### config.mk
export PLATFORM = sky130hd
export DESIGN_NAME = bcrn_pos_div
export DESIGN_NICKNAME = d
export VERILOG_FILES = /design/src/design/bcrn_pos_div.sv
export SDC_FILE = /design/constraint.sdc
export NUM_CORES = 1
export LEC_CHECK = 0
export BUFFER_PORTS_ARGS = -buffer_cell sky130_fd_sc_hd__buf_2
export CORE_UTILIZATION = 51
export CTS_CLUSTER_SIZE = 16
export DETAILED_ROUTE_END_ITERATION = 6
export GPL_ROUTABILITY_DRIVEN = 0
export PLACE_DENSITY = 0.77
export SLEW_MARGIN = 20
export SYNTH_ARGS = -nofsm -noshare
export SYNTH_HDL_FRONTEND = slang
export SYNTH_SLANG_ARGS = --single-unit
### constraint.sdc
create_clock -name clk -period 2.8 [get_ports clk]
set_input_delay 0.14 -clock clk [delete_from_list [all_inputs] [get_ports clk]]
set_output_delay 0.14 -clock clk [all_outputs]
set_load 0.1 [all_outputs]
### src/design/bcrn_pos_div.sv
// Restoring divider for one sample coordinate: fx = trunc(num * 2^F / div).
// One quotient bit per cycle; no package dependency.
module bcrn_pos_div #(
  parameter int MW        = 21,
  parameter int DIVW      = 10,
  parameter int FRAC_BITS = 12,
  parameter int FXW       = 23
) (
  input  logic                  clk,
  input  logic                  rst_n,
  input  logic                  start,
  input  logic signed [MW-1:0]  num,
  input  logic [DIVW-1:0]       div,
  output logic                  done,
  output logic signed [FXW-1:0] fx
);

  localparam int DVW = MW - 1 + FRAC_BITS;
  localparam int CNW = $clog2(DVW + 1);

  logic [DVW-1:0]  dv_r, dv_nxt;
  logic [DIVW-1:0] rem_r, rem_nxt;
  logic [CNW-1:0]  cnt_r, cnt_nxt;
  logic            neg_r;
  logic            busy_r;
  logic            done_r;
  logic [MW-1:0]   mag;
  logic [DIVW:0]   trial;
  logic            ge;

  assign mag = num[MW-1] ? MW'(-num) : MW'(num);

  // One shift-subtract step
  always_comb begin
    trial   = {rem_r, dv_r[DVW-1]};
    ge      = (trial >= {1'b0, div});
    rem_nxt = ge ? DIVW'(trial - {1'b0, div}) : DIVW'(trial);
    dv_nxt  = {dv_r[DVW-2:0], ge};
    cnt_nxt = cnt_r - CNW'(1);
  end

  always_ff @(posedge clk) begin
    if (!rst_n) begin
      busy_r <= 1'b0;
      done_r <= 1'b0;
      cnt_r  <= '0;
    end else if (start) begin
      busy_r <= 1'b1;
      done_r <= 1'b0;
      cnt_r  <= CNW'(DVW);
    end else if (busy_r) begin
      cnt_r <= cnt_nxt;
      if (cnt_r == CNW'(1)) begin
        busy_r <= 1'b0;
        done_r <= 1'b1;
      end
    end
  end

  // Datapath
  always_ff @(posedge clk) begin
    if (start) begin
      neg_r <= num[MW-1];
      dv_r  <= {mag[MW-2:0], {FRAC_BITS{1'b0}}};
      rem_r <= '0;
    end else if (busy_r) begin
      dv_r  <= dv_nxt;
      rem_r <= rem_nxt;
    end
  end

  assign done = done_r;
  assign fx   = neg_r ? -FXW'(dv_r) : FXW'(dv_r);

endmodule

# After elaboration in Yosys (flattened, before gate mapping)
# Cells that the tools add are included.
[totals] reg_bits=51 latch_bits=0 ramBits=0 mem_bits_ro=0 out_inout_bits=24 elab_cells=28 memories=0
[classes] add_sub_neg=4 multipliers=0 n_div=0 n_lt_le_gt_ge=1 eq_ne=1 shift=0 mux=10 bitwise=1 n_reduce_logical=3
[op_table] cell="32-bit two-way mux" n=2
[op_table] cell="23-bit two-way mux" n=1
[op_table] cell="23-bit negation" n=1
[op_table] cell="20-bit two-way mux" n=1
[op_table] cell="20-bit negation" n=1
[op_table] cell="6-bit two-way mux" n=2
[op_table] cell="11-bit by 10-bit greater-or-equal comparator with 1-bit output" n=1
[op_table] cell="10-bit two-way mux" n=1
[op_table] cell="10-bit subtractor" n=1
[op_table] cell="6-bit by 1-bit == test with 1-bit output (second input constant)" n=1
[op_table] cell="6-bit by 1-bit subtractor with 6-bit output (second input constant)" n=1
[op_table] cell="1-bit two-way mux" n=3
[op_table] cell="2-bit AND reduction" n=1
[op_table] cell="2-bit nonzero test" n=1
[op_table] cell="2-bit OR reduction" n=1
[op_table] cell="1-bit inverter" n=1

# Longest topological paths before layout
[logic_depth] depth_word=4 depth_mapped=10 mapped_depth_nobuf=10

# Worst setup path before layout
# Ideal clock, no wire load.
[synth_path] kind="register to output" startpoint="reg dv_r[0]" endpoint="out fx[19]" arrival_time_ps=3090 required_ps=2660 path_slack_ps=-430 stages_incl_launch_ff=7 path_cell_list="dfxtp_1 or2_1 or4_4 or4_4 or4_4 o41ai_2 xnor2_1"
[synth_between] elab_chain_cells=2
[synth_rtl] item="start, declared" line="21" text="logic [DVW-1:0] dv_r, dv_nxt;"
[synth_rtl] item="start signal, assigned" line="64" text="dv_r <= {mag[MW-2:0], {FRAC_BITS{1'b0}}};"
[synth_rtl] item="start signal, assigned" line="67" text="dv_r <= dv_nxt;"
[synth_rtl] item="23-bit negation" line="73" text="assign fx = neg_r ? -FXW'(dv_r) : FXW'(dv_r);"
[synth_rtl] item="23-bit two-way mux" line="73"
[synth_rtl] item="end, declared" line="15" text="output logic signed [FXW-1:0] fx"
# Every way passes these cells.

# Worst setup path in the final report
# Same ends and word-level chain as after synthesis.

==> flow_summary_export.csv <==
group,metric,value,unit
run_status,status,"finished, violations left",
run_status,violations,"setup timing",
timing,fin_crit_sh,1.07,
pwr,ir_drop,0.509,mV
route,vias_per_cell,5.60,
place,place.port_buffers,57,
pwr,leakagePower,1.72,nW
logic_synthesis,synth.yosys.seq_area_share,0.371,
route,drc_errors,0,
logic_synthesis,yosysUniqueCellTypes,47,
logic_synthesis,synthFlopType,"dfxtp_1",
floorplanning,dieArea,6830,um^2
setup_path,critPathCaptureType,"output port",
timing,hold_viol,0,
logic_synthesis,synth_edf_count,21,
setup_path,cp.required,2660,ps
floorplanning,pin_count,58,
timing,fmax,0.335,GHz
setup_path,crit_fanout,4,
pwr,powerDensity,556,nW/um^2
layout,fin_nets,472,
global_routing,grt_util_all_layers,0.216,
logic_synthesis,synthTopCellsByCount,"xnor2_1, nor2_1, dfxtp_1, nand2_1, o21ai_0",
logic_synthesis,syn_area_per_cell,9.27,um^2
logic_synthesis,yosysTopAreaCell,"edfxtp_1",
global_routing,grt_start_max_net_pins,27,
place,dpl_worst_slack,-27.4,ps
layout,antenna-diode-count,0,
timing,maxSlewViolCount,0,
logic_synthesis,syn_inst,358,
clock_tree,cts_sinks,51,
layout,final_area,4120,um^2
layout,final_cells,501,
place,place_area,3940,um^2
route,drtAntennaViolNets,0,
logic_synthesis,synth.most_common_cell,"xnor2_1",
logic_synthesis,synth_top_area_share,0.190,
route,drt-total-wl,7110,um
timing,slew_headroom,0.451,
place,dp_cells,488,
clock_tree,path_clk_slew,90,ps
floorplanning,coreArea,6310,um^2
layout,final_util,0.652,
place,dp_hpwl,5230,um
timing,rsz0062_at_grt,"yes",
route,drt_iter0_markers,157,
job,cap_violations,0,
timing,worst_slack,-186,ps
global_routing,grt_pass1_wl,11400,um
setup_path,criticalPathCategory,"flip-flop to output port",
layout,syn_to_final_growth,24.1,%
layout,layout-drive-gt1-share,0.238,
clock_tree,cts_root_buffer,"clkbuf_8",
route,post_drt_wl_per_cell,14.2,um
route,drt_first_pass_iters,4,
logic_synthesis,yosys_warnings,0,
global_routing,grt-ovfl-total,0,
floorplanning,die_w,82.7,um
timing,tightest_slew,823,ps
logic_synthesis,yosys_register_bits,51,
setup_path,arrival,2850,ps
setup_path,worstSetupStartpointType,"flip-flop",
floorplanning,num_rows,29,
floorplanning,fp.dieH,82.7,um
clock_tree,cts_tree,"built",
logic_synthesis,syn_nets,407,
floorplanning,start_util,0.526,
logic_synthesis,syn_area,3320,um^2
route,num_vias,2805,
clock_tree,clk_latency,300,ps
clock_tree,htree_levels,2,
global_routing,grt_pass1_vias,2527,
logic_synthesis,async_flop_share,0,
logic_synthesis,synth.area.top_cells,"edfxtp_1, dfxtp_1, xnor2_1",
timing,setup_tns,-650,ps
clock_tree,holdBufCountCts,0,
global_routing,antenna_found_initial,0,
timing,finalCriticalPeriod,2990,ps
min_path,hold_path.class,"input pin to flip-flop",
timing,finClkSkew,8.59,ps
clock_tree,cts_made_buffers,5,
timing,setup_viol_count_final,6,
clock_tree,clock_path_buffers,2,
## through the flow
| stage | hold slack [ps] | total power [mW] |
|---|---|---|
| 2_1_floorplan | 239 | 1.59 |
| 3_3_place_gp | 381 | 1.84 |
| 3_5_place_dp | 383 | 1.86 |
| 4_1_cts | 71.5 | 2.30 |
| 5_1_grt | 96.7 | 2.40 |
| 6_report | 81.8 | 2.29 |
## routing by layer
metal,part of all wire,vias to the layer above,wire (um),track usage
met5,0,-,0,0
met4,0.010,0,72,0.0534
met3,0.030,6,212,0.0308
met2,0.48,56,3430,0.359
met1,0.48,1309,3390,0.296
li1,-,1434,-,-
## registers in the layout, indices dropped and copies added (netlist names)
| register | count |
|---|---|
| cnt_r | 6 |
| busy_r | 1 |
| done | 1 |
| rem_r | 10 |
| neg_r | 1 |
| dv_r | 32 |
## layout make-up
class                           instances  area (um^2)
Timing Repair Buffer                   74          572
Fill cell                             529         2200
Sequential cell                        51         1230
Inverter                               18         67.6
Tap cell                               77         96.3
Multi-Input combinational cell        273         2060
Clock inverter                          2         12.5
Clock buffer                            6         72.6
## critical path, cell delays in order, from the launching register on
cell and delay, ps:
dfxtp_2 320, or2_1 230, or4_4 430, or4_4 430, or4_4 480, o41ai_4 270, xnor2_2 180, buf_12 200
## cells in the final DEF (no fill, tap or decap), drive strengths merged, types with 2 or more instances in the layout
cell    instances
buf            73
xnor2          47
nor2           31
dfxtp          30
nand2          28
o21ai          23
edfxtp         21
a22o           20
inv            18
mux2i          14
ha             14
o31ai          12
a211oi          9
nand2b          8
or3             7
clkbuf          7
or4             7
a21oi           6
o41ai           5
a31oi           4
xor2            4
nor3            3
nand3           3
or2             3
nor4            2
nor2b           2
a21o            2
nand4           2
o21bai          2
mux2            2
## worst paths after layout
path                         startpoint               endpoint  slack [ps]  cells after the start
setup reg to reg  rem_r[7]$_SDFFE_PP0P_  rem_r[0]$_SDFFE_PP0P_         380                      6
hold / removal                    rst_n  cnt_r[5]$_SDFFE_PN0P_          80                      2
setup / recovery   dv_r[0]$_SDFFE_PP0P_                 fx[19]        -190                      7
hold reg to reg   rem_r[7]$_SDFFE_PP0P_  rem_r[7]$_SDFFE_PP0P_         490                      2
## cell families (layout without fill, tap and decap cells)
logic type,Yosys count,after routing,share of synthesized area
simple gates,99,99,0.147
compound gates,92,92,0.200
xor+xnor,51,51,0.135
flops,51,51,0.371
buf+inv,34,100,0.0396
mux,16,16,0.0490
fa+ha+maj,15,15,0.0588
## power breakdown
group | switching [mW] | internal [mW]
Clock | 0.234 | 0.175
Sequential | 0.0571 | 0.835
Combinational | 0.623 | 0.364
Total | 0.914 | 1.37
## timing repair
item	CTS	global route
pin swaps	4	1
gates resized for setup	9	5
buffers inserted	5	0
setup endpoints to repair	9	11
gates cloned	0	0
No activity file was read; power rests on OpenSTA's default activity.
